## src/sv/slfs_pkg.sv

```systemverilog
// shared types, codes and constants of the serpentine frame scaler
package slfs_pkg;

  localparam int DefRows   = 5;
  localparam int DefCols   = 5;
  localparam int PosW      = 8;
  localparam int ColorW    = 24;
  localparam int PctW      = 7;

  localparam logic [PctW-1:0] BrightReset = 7'd30;
  localparam logic [PctW-1:0] PctMax      = 7'd100;

  // floor(x / 100) as (x * DivMul) >> DivShift, exact for x up to 255 * 100
  localparam logic [12:0] DivMul   = 13'd5243;
  localparam int          DivShift = 19;

  typedef enum logic [1:0] {
    CMD_WR_RC       = 2'd0,
    CMD_WR_BTN      = 2'd1,
    CMD_SHOW        = 2'd2,
    CMD_SHOW_FORCED = 2'd3
  } cmd_t;

  typedef enum logic [1:0] {
    QK_WRITE       = 2'd0,
    QK_SHOW        = 2'd1,
    QK_SHOW_FORCED = 2'd2
  } qkind_t;

  typedef struct packed {
    qkind_t            kind;
    logic [PosW-1:0]   pos;
    logic [ColorW-1:0] color;
  } qent_t;

  typedef enum logic {
    BK_IDLE = 1'b0,
    BK_SCAN = 1'b1
  } bk_state_t;

  typedef struct packed {
    logic scanning;
    logic changed;
  } bk_status_t;

endpackage

```

## src/sv/slfs_front.sv

```systemverilog
// front end: accepts items, maps writes to strip positions, drops out-of-range writes
module slfs_front import slfs_pkg::*; #(
  parameter int MATRIX_ROWS = DefRows,
  parameter int MATRIX_COLS = DefCols
) (
  input  logic        in_valid,
  output logic        in_stall,
  input  logic [1:0]  cmd,
  input  logic [2:0]  row,
  input  logic [2:0]  col,
  input  logic [4:0]  button,
  input  logic [23:0] color,
  input  logic        q_full,
  output logic        q_push,
  output qent_t       q_ent
);

  localparam int Pixels = MATRIX_ROWS * MATRIX_COLS;

  logic [4:0] btn_row [32];
  logic [4:0] btn_col [32];

  // button number split into row and column, worked out at elaboration
  for (genvar b = 0; b < 32; b++) begin : g_btn
    localparam int BtnRow = b / MATRIX_COLS;
    localparam int BtnCol = b % MATRIX_COLS;
    assign btn_row[b] = 5'(BtnRow);
    assign btn_col[b] = 5'(BtnCol);
  end

  cmd_t       cmd_code;
  logic [4:0] sel_row;
  logic [4:0] sel_col;
  logic       in_range;
  logic [9:0] row_base;
  logic [9:0] pos_full;

  always_comb begin
    cmd_code = cmd_t'(cmd);
    sel_row  = '0;
    sel_col  = '0;
    in_range = 1'b1;
    q_ent.kind = QK_WRITE;
    unique case (cmd_code)
      CMD_WR_RC: begin
        sel_row  = {2'b00, row};
        sel_col  = {2'b00, col};
        in_range = (32'(row) < MATRIX_ROWS) && (32'(col) < MATRIX_COLS);
      end
      CMD_WR_BTN: begin
        sel_row  = btn_row[button];
        sel_col  = btn_col[button];
        in_range = 32'(button) < Pixels;
      end
      CMD_SHOW:        q_ent.kind = QK_SHOW;
      CMD_SHOW_FORCED: q_ent.kind = QK_SHOW_FORCED;
      default:         q_ent.kind = QK_SHOW;
    endcase

    // odd rows run right to left along the strip
    row_base = 10'(sel_row) * 10'(MATRIX_COLS);
    if (sel_row[0]) begin
      pos_full = row_base + 10'(MATRIX_COLS) - 10'(sel_col) - 10'd1;
    end else begin
      pos_full = row_base + 10'(sel_col);
    end
    q_ent.pos   = pos_full[PosW-1:0];
    q_ent.color = color;
  end

  assign in_stall = q_full;
  assign q_push   = in_valid && !q_full && in_range;

endmodule

```

## src/sv/slfs_queue.sv

```systemverilog
// two-entry queue between the front end and the scan engine
module slfs_queue import slfs_pkg::*; (
  input  logic  clk,
  input  logic  rst,
  input  logic  push,
  input  qent_t push_ent,
  input  logic  pop,
  output qent_t pop_ent,
  output logic  full,
  output logic  not_empty
);

  qent_t      slots [2];
  logic       wr_ptr;
  logic       rd_ptr;
  logic [1:0] count;
  logic [1:0] count_next;

  always_comb begin
    count_next = count;
    if (push && !pop) begin
      count_next = count + 2'd1;
    end else if (pop && !push) begin
      count_next = count - 2'd1;
    end
  end

  always_ff @(posedge clk) begin
    if (rst) begin
      wr_ptr <= 1'b0;
      rd_ptr <= 1'b0;
      count  <= '0;
    end else begin
      count <= count_next;
      if (push) begin
        wr_ptr <= !wr_ptr;
      end
      if (pop) begin
        rd_ptr <= !rd_ptr;
      end
    end
  end

  always_ff @(posedge clk) begin
    if (push) begin
      slots[wr_ptr] <= push_ent;
    end
  end

  assign pop_ent   = slots[rd_ptr];
  assign full      = count == 2'd2;
  assign not_empty = count != 2'd0;

endmodule

```

## src/sv/slfs_back.sv

```systemverilog
// scan engine: frame store, changed flag and the scaling pipeline to the output register
module slfs_back import slfs_pkg::*; #(
  parameter int MATRIX_ROWS = DefRows,
  parameter int MATRIX_COLS = DefCols
) (
  input  logic            clk,
  input  logic            rst,
  input  logic            q_not_empty,
  input  qent_t           q_ent,
  output logic            q_pop,
  input  logic [PctW-1:0] pct_in,
  output logic            out_valid,
  input  logic            out_stall,
  output logic [4:0]      strip_index,
  output logic [7:0]      red_out,
  output logic [7:0]      green_out,
  output logic [7:0]      blue_out,
  output logic            last_pixel,
  output bk_status_t      status
);

  localparam int Pixels = MATRIX_ROWS * MATRIX_COLS;
  localparam int AddrW  = (Pixels > 1) ? $clog2(Pixels) : 1;
  localparam logic [AddrW-1:0] LastAddr = AddrW'(Pixels - 1);

  function automatic logic [7:0] div100(input logic [14:0] x);
    logic [27:0] p;
    p = 28'(x) * 28'(DivMul);
    return p[DivShift+7:DivShift];
  endfunction

  bk_state_t       state;
  bk_state_t       state_next;
  logic            changed;
  logic [AddrW-1:0] scan_cnt;

  logic [ColorW-1:0] mem [Pixels];
  logic [Pixels-1:0] mem_ok;

  logic advance;
  logic issue;
  logic mem_we;
  logic show_go;
  logic scan_start;
  logic [AddrW-1:0] wr_addr;

  logic              s1_valid;
  logic [ColorW-1:0] rd_data;
  logic              rd_ok;
  logic [AddrW-1:0]  s1_idx;
  logic              s1_last;

  logic              s2_valid;
  logic [14:0]       s2_red;
  logic [14:0]       s2_green;
  logic [14:0]       s2_blue;
  logic [AddrW-1:0]  s2_idx;
  logic              s2_last;

  logic [ColorW-1:0] pixel;
  logic [PctW-1:0]   pct;

  // the whole pipe moves only when the output register can take a new value
  assign advance = !out_valid || !out_stall;
  assign show_go = (q_ent.kind == QK_SHOW_FORCED) || ((q_ent.kind == QK_SHOW) && changed);
  assign wr_addr = q_ent.pos[AddrW-1:0];

  always_comb begin
    state_next = state;
    unique case (state)
      BK_IDLE: begin
        if (q_not_empty && show_go) begin
          state_next = BK_SCAN;
        end
      end
      BK_SCAN: begin
        if (advance && (scan_cnt == LastAddr)) begin
          state_next = BK_IDLE;
        end
      end
      default: state_next = BK_IDLE;
    endcase
  end

  always_comb begin
    q_pop      = 1'b0;
    issue      = 1'b0;
    mem_we     = 1'b0;
    scan_start = 1'b0;
    unique case (state)
      BK_IDLE: begin
        q_pop      = q_not_empty;
        mem_we     = q_not_empty && (q_ent.kind == QK_WRITE);
        scan_start = q_not_empty && show_go;
      end
      BK_SCAN: issue = advance;
      default: q_pop = 1'b0;
    endcase
  end

  always_ff @(posedge clk) begin
    if (rst) begin
      state     <= BK_IDLE;
      changed   <= 1'b0;
      scan_cnt  <= '0;
      mem_ok    <= '0;
      s1_valid  <= 1'b0;
      s2_valid  <= 1'b0;
      out_valid <= 1'b0;
    end else begin
      state <= state_next;
      if (mem_we) begin
        changed         <= 1'b1;
        mem_ok[wr_addr] <= 1'b1;
      end else if (scan_start) begin
        changed <= 1'b0;
      end
      if (scan_start) begin
        scan_cnt <= '0;
      end else if (issue) begin
        scan_cnt <= scan_cnt + AddrW'(1);
      end
      if (advance) begin
        s1_valid  <= issue;
        s2_valid  <= s1_valid;
        out_valid <= s2_valid;
      end
    end
  end

  always_ff @(posedge clk) begin
    if (mem_we) begin
      mem[wr_addr] <= q_ent.color;
    end
    if (advance) begin
      rd_data <= mem[scan_cnt];
      rd_ok   <= mem_ok[scan_cnt];
      s1_idx  <= scan_cnt;
      s1_last <= scan_cnt == LastAddr;
    end
  end

  always_comb begin
    pixel = rd_ok ? rd_data : '0;
    pct   = (pct_in > PctMax) ? PctMax : pct_in;
  end

  always_ff @(posedge clk) begin
    if (advance) begin
      s2_red      <= 15'(pixel[23:16]) * 15'(pct);
      s2_green    <= 15'(pixel[15:8]) * 15'(pct);
      s2_blue     <= 15'(pixel[7:0]) * 15'(pct);
      s2_idx      <= s1_idx;
      s2_last     <= s1_last;
      red_out     <= div100(s2_red);
      green_out   <= div100(s2_green);
      blue_out    <= div100(s2_blue);
      strip_index <= 5'(s2_idx);
      last_pixel  <= s2_last;
    end
  end

  assign status.scanning = state == BK_SCAN;
  assign status.changed  = changed;

endmodule

```

## src/sv/serpentine_led_frame_scaler_unit.sv

```systemverilog
// top level of the serpentine led frame scaler
//
//   channel  direction  handshake              payload
//   in       input      in_valid / in_stall    cmd, row, col, button, color
//   out      output     out_valid / out_stall  strip_index, red_out, green_out, blue_out,
//                                              last_pixel
//   config   input      brightness_we          brightness_percent
//
// writes flow through a two-entry queue and are retired one per cycle while no scan is running
// a show scans one pixel per cycle through the frame store read port while out_stall does
// not hold the pipe, passing each pixel through the read, scale and output registers
// reset is synchronous; the frame store reads as zero until written through per-pixel valid bits
// out_stall freezes the scan pipeline in place while out_valid is high; in_stall rises only when the queue is full
module serpentine_led_frame_scaler_unit import slfs_pkg::*; #(
  parameter int MATRIX_ROWS = DefRows,
  parameter int MATRIX_COLS = DefCols
) (
  input  logic        clk,
  input  logic        rst,
  input  logic        in_valid,
  output logic        in_stall,
  input  logic [1:0]  cmd,
  input  logic [2:0]  row,
  input  logic [2:0]  col,
  input  logic [4:0]  button,
  input  logic [23:0] color,
  input  logic        brightness_we,
  input  logic [6:0]  brightness_percent,
  output logic        out_valid,
  input  logic        out_stall,
  output logic [4:0]  strip_index,
  output logic [7:0]  red_out,
  output logic [7:0]  green_out,
  output logic [7:0]  blue_out,
  output logic        last_pixel
);

  localparam int Pixels = MATRIX_ROWS * MATRIX_COLS;

  logic [PctW-1:0] brightness;
  logic            q_push;
  qent_t           q_push_ent;
  logic            q_pop;
  qent_t           q_pop_ent;
  logic            q_full;
  logic            q_not_empty;
  bk_status_t      bk_status;

  always_ff @(posedge clk) begin
    if (rst) begin
      brightness <= BrightReset;
    end else if (brightness_we) begin
      brightness <= brightness_percent;
    end
  end

  slfs_front #(
    .MATRIX_ROWS(MATRIX_ROWS),
    .MATRIX_COLS(MATRIX_COLS)
  ) u_front (
    .in_valid(in_valid),
    .in_stall(in_stall),
    .cmd     (cmd),
    .row     (row),
    .col     (col),
    .button  (button),
    .color   (color),
    .q_full  (q_full),
    .q_push  (q_push),
    .q_ent   (q_push_ent)
  );

  slfs_queue u_queue (
    .clk      (clk),
    .rst      (rst),
    .push     (q_push),
    .push_ent (q_push_ent),
    .pop      (q_pop),
    .pop_ent  (q_pop_ent),
    .full     (q_full),
    .not_empty(q_not_empty)
  );

  slfs_back #(
    .MATRIX_ROWS(MATRIX_ROWS),
    .MATRIX_COLS(MATRIX_COLS)
  ) u_back (
    .clk        (clk),
    .rst        (rst),
    .q_not_empty(q_not_empty),
    .q_ent      (q_pop_ent),
    .q_pop      (q_pop),
    .pct_in     (brightness),
    .out_valid  (out_valid),
    .out_stall  (out_stall),
    .strip_index(strip_index),
    .red_out    (red_out),
    .green_out  (green_out),
    .blue_out   (blue_out),
    .last_pixel (last_pixel),
    .status     (bk_status)
  );

  a_no_push_when_full: assert property (@(posedge clk) disable iff (rst)
    q_push |-> !q_full) else $error("queue written while full");

  a_no_pop_when_empty: assert property (@(posedge clk) disable iff (rst)
    q_pop |-> q_not_empty) else $error("queue read while empty");

  a_last_at_end: assert property (@(posedge clk) disable iff (rst)
    (out_valid && last_pixel) |-> (strip_index == 5'(Pixels - 1)))
    else $error("last pixel flagged away from end of strip");

  a_flag_clear_in_scan: assert property (@(posedge clk) disable iff (rst)
    bk_status.scanning |-> !bk_status.changed)
    else $error("changed flag set during a scan");

endmodule

```

## config.mk

```make
export PLATFORM = sky130hd
export DESIGN_NAME = serpentine_led_frame_scaler_unit
export DESIGN_NICKNAME = d
export VERILOG_FILES = /design/src/sv/slfs_pkg.sv /design/src/sv/slfs_front.sv /design/src/sv/slfs_queue.sv /design/src/sv/slfs_back.sv /design/src/sv/serpentine_led_frame_scaler_unit.sv
export SDC_FILE = /design/constraint.sdc
export NUM_CORES = 2
export LEC_CHECK = 0
export BUFFER_PORTS_ARGS = -buffer_cell sky130_fd_sc_hd__buf_2
export CAP_MARGIN = 25
export CORE_ASPECT_RATIO = 0.6
export CORE_MARGIN = 2
export CORE_UTILIZATION = 62
export CTS_CLUSTER_SIZE = 12
export DETAILED_ROUTE_END_ITERATION = 16
export PLACE_DENSITY = 0.77
export SYNTH_ARGS = -nofsm -noshare
export SYNTH_HDL_FRONTEND = slang
export SYNTH_SLANG_ARGS = --single-unit
export TNS_END_PERCENT = 5
```

## constraint.sdc

```tcl
create_clock -name clk -period 6.1 [get_ports clk]
set_input_delay 1.525 -clock clk [delete_from_list [all_inputs] [get_ports clk]]
set_output_delay 1.525 -clock clk [all_outputs]
set_load 0.05 [all_outputs]
```

==> flow_summary.toml <==
[die]
ios = 81
start_util_pct = 62.47
coreArea_um2 = 75440
die_x_um = 359.9
rows = 78
die_h_um = 217.6
die_area_um2 = 78310

[synth]
ys_ff_latch = 821
syn_area_um2 = 47130
synth-seq-area-share_pct = 51.31
async_flop_share_pct = 0
synth_top_flop_cell = "edfxtp_1"
synthCells = 3306
synth_enable_flop_cells = 774
synth_area_leader_cell = "edfxtp_1"
syn_nets = 4060
yosysWarnings = 0
synth_cell_type_count = 66
synth.top_cell.area_share_pct = 49.32
synthTopCellsByArea = "edfxtp_1 (49%), fa_1 (12%), ha_1 (11%)"
synth_commonest_cells = "edfxtp_1 (774), inv_1 (531), ha_1 (412), fa_1 (293), nor2_1 (245)"
yosysMostFrequentCell = "edfxtp_1"
syn_avg_cell_area_um2 = 14.26

[critical_path]
r2r_end = "u_back.red_out[5]$_DFFE_PN_"
critPathMaxFanout = 6
cp_cell_sequence = "ha_1 -> inv_1 -> fa_1 -> inv_1 -> fa_1 -> inv_1 -> fa_1 -> inv_1 -> fa_1 -> ha_1 -> and3_1 -> a31oi_1 -> o21ai_0 -> a21oi_1 -> a21oi_1 -> or4b_2 -> nand3_1"
cp-end-kind = "flip-flop"
critPathTopFamily = "adder cells"
cp.depth = 17
r2r_cells = 17
slowest_delay_ps = 650
crit_start = "u_back.s2_red[11]$_DFFE_PN_"
r2r_start = "u_back.s2_red[11]$_DFFE_PN_"
crit_end = "u_back.red_out[5]$_DFFE_PN_"
worstPathArrival_ps = 5840
worst-endpoint-required_ps = 6590
crit_type = "flip-flop to flip-flop"
ff2ff_setup_slack_ps = 750
cp_slowest_cell = "or4b_2"
cp-start-kind = "flip-flop"
cp.buffers_inverters = 4

[place]
dp_hpwl_mm = 68.94
io_buffers = 80
gp_congestion = 0.8634

[route]
vias_per_cell = 6.041
wl_per_cell_um = 23.35
dr.pass1.iters = 5
vias = 26990
drt-initial-drc-count = 2823
ant_nets = 0
drc_errors = 0
postRouteWirelength_mm = 104.3

[worst_hold_path]
hold_class = "flip-flop to flip-flop"
hold-path-cell-count = 0

[power_and_ir_drop]
power.switching_mw = 4.561
cellInternalPower_mw = 10.68
power.density_nw_per_um2 = 297.6
seqPwrFrac_pct = 46.6
p_sw_share_pct = 29.93
peakVddDrop_uv = 327.5
p_leak_nw = 21.92
finalPower_mw = 15.24
clkPwrFrac_pct = 30.3
p_comb_share_pct = 23.1

[global_routing]
grt_use_met1_pct = 41.60
grt.busiest_layer = "met2"
grt_start_max_net_pins = 74
grt_pass1_vias = 28050
grt_pass1_wl_mm = 163.0
grtUsageMet2_pct = 41.87
antenna_found_initial = 4
track_usage_pct = 27.57
grt_overflow = 0
met3_usage_pct = 5.147

[clocking]
cts_setup_buffers = 0
h-tree-depth = 3
worst_skew_pair.late_latency_ps = 670
numCtsBuffers = 81
clock_sinks = 821
cts_tree = "done"
cts_buffer_depth = 3
clk_pin_slew_ps = 60
cts_hold_buf = 0
cts-root-buf = "clkbuf_16"
cts_resized = 0

[job]
maxCapViolCount = 0

[final_layout]
syn_to_final_growth_pct = 8.663
utilization_pct = 67.88
nets = 4175
drive_above_1_share_pct = 13.88

[timing]
period_needed_ps = 5345
fmax_ghz = 0.1871
finClkSkew_ps = 53.00
timing.slew.headroom_pct = 27.51
setup_tns_ps = 0
slew_viol_final = 0
setup_violations = 0
hold_violations = 0
worst_pin_slew_ps = 1087
rsz0062_at_grt = "false"
min_period_over_period_pct = 87.63

[run_status]
outcome = "complete, no violations"
kinds of logic after synthesis:
group                      Yosys count  synth area share, %
AOI/OAI and AO/OA                  254                3.451
xor gates and xnor gates            79                1.468
adders and majority gates          706                23.41
buffers and inverters              627                5.089
DFF                                821                51.31
muxes                              255                9.967
and+or+nand+nor                    564                5.305
worst reg2reg max path: stages (launching register included):
cell,delay [ps]
edfxtp_1,530
ha_1,380
inv_1,60
fa_1,480
inv_1,60
fa_1,500
inv_1,50
fa_1,520
inv_1,50
fa_1,430
ha_1,320
and3_1,230
a31oi_1,150
o21ai_0,110
a21oi_1,360
a21oi_1,210
or4b_2,650
nand3_1,110
placed cells by master, fill, tap and decap left out, types with 6 or more instances in the layout:
| master | n |
|---|---|
| or3_1 | 11 |
| a211oi_1 | 8 |
| nand2_1 | 147 |
| o211ai_1 | 8 |
| dfxtp_1 | 43 |
| nand2b_1 | 9 |
| o21ai_0 | 54 |
| nor2_1 | 221 |
| and3_1 | 32 |
| and2_1 | 15 |
| a211o_1 | 6 |
| nor3_1 | 10 |
| a31oi_1 | 8 |
| o21a_1 | 14 |
| mux2_2 | 50 |
| buf_4 | 45 |
| ha_1 | 412 |
| a21o_1 | 21 |
| fa_1 | 293 |
| inv_1 | 531 |
| xnor2_1 | 61 |
| edfxtp_1 | 774 |
| o221ai_1 | 13 |
| a21oi_1 | 79 |
| nor2_2 | 24 |
| nand3_1 | 45 |
| nand4_1 | 11 |
| clkbuf_16 | 81 |
| buf_2 | 80 |
| mux4_2 | 166 |
| xor2_1 | 18 |
| o31ai_1 | 8 |
| clkbuf_1 | 28 |
| o21bai_1 | 7 |
| mux2i_1 | 38 |
| nor2b_1 | 17 |
power groups by stage:
| stage | clock network, mW | registers (mW) | logic, mW |
|---|---|---|---|
| finish | 4.62 | 7.11 | 3.51 |
| floorplan | 0 | 7.18 | 2.47 |
| global route | 4.89 | 7.15 | 3.95 |
| detailed placement | 0 | 7.22 | 3.48 |
| global placement | 0 | 7.20 | 3.34 |
| CTS | 4.70 | 7.11 | 3.52 |
how the worst min path moves through the flow:
stage,start,to,slack [ps]
after floorplan,u_back.s2_last$_DFFE_PN_,u_back.last_pixel$_DFFE_PN_,400
after global placement,u_back.s1_idx[1]$_DFFE_PN_,u_back.s2_idx[1]$_DFFE_PN_,410
after detailed placement,u_back.s1_idx[3]$_DFFE_PN_,u_back.s2_idx[3]$_DFFE_PN_,410
after CTS,u_back.s1_idx[3]$_DFFE_PN_,u_back.s2_idx[3]$_DFFE_PN_,420
after global routing,u_back.s1_idx[3]$_DFFE_PN_,u_back.s2_idx[3]$_DFFE_PN_,430
final,u_back.s1_idx[3]$_DFFE_PN_,u_back.s2_idx[3]$_DFFE_PN_,420
state kept, by name, indices dropped and copies added, names as in the netlist, 7 cells and up, named ones only:
signal	count
u_back.s2_red	15
u_back.s2_blue	15
u_queue.slots	62
u_back.red_out	8
u_back.rd_data	24
u_back.s2_green	15
u_back.blue_out	8
u_back.green_out	8
brightness	7
u_back.mem_ok	25
u_back.mem	600
final cells by class:
cell class	count	area, µm²
Tap cell	1000	1251
Inverter	533	2001
Multi-Input combinational cell	1858	20620
Clock inverter	17	216.5
Clock buffer	111	2160
Antenna cell	2	5.005
Timing Repair Buffer	126	758.2
Fill cell	5063	24230
Sequential cell	821	24200
metal layers:
| layer | up-vias | routed length, µm |
|---|---|---|
| li1 | 11920 | - |
| met1 | 13590 | 45310 |
| met2 | 1296 | 46590 |
| met3 | 184 | 10120 |
| met4 | 2 | 2276 |
| met5 | - | 13 |
metrics by stage:
stage          hold slack, ps  setup WS, ps  std cells  area, µm²
2_1_floorplan           400.3          1077       3306      47130
3_3_place_gp            407.5         878.0       4338      48830
3_5_place_dp            405.7         744.3       4338      48830
4_1_cts                 419.6         752.2       4466      51210
5_1_grt                 426.0         370.9       4466      51210
6_report                417.5         754.7       4468      51210
Power figures use the tool's default switching activity.
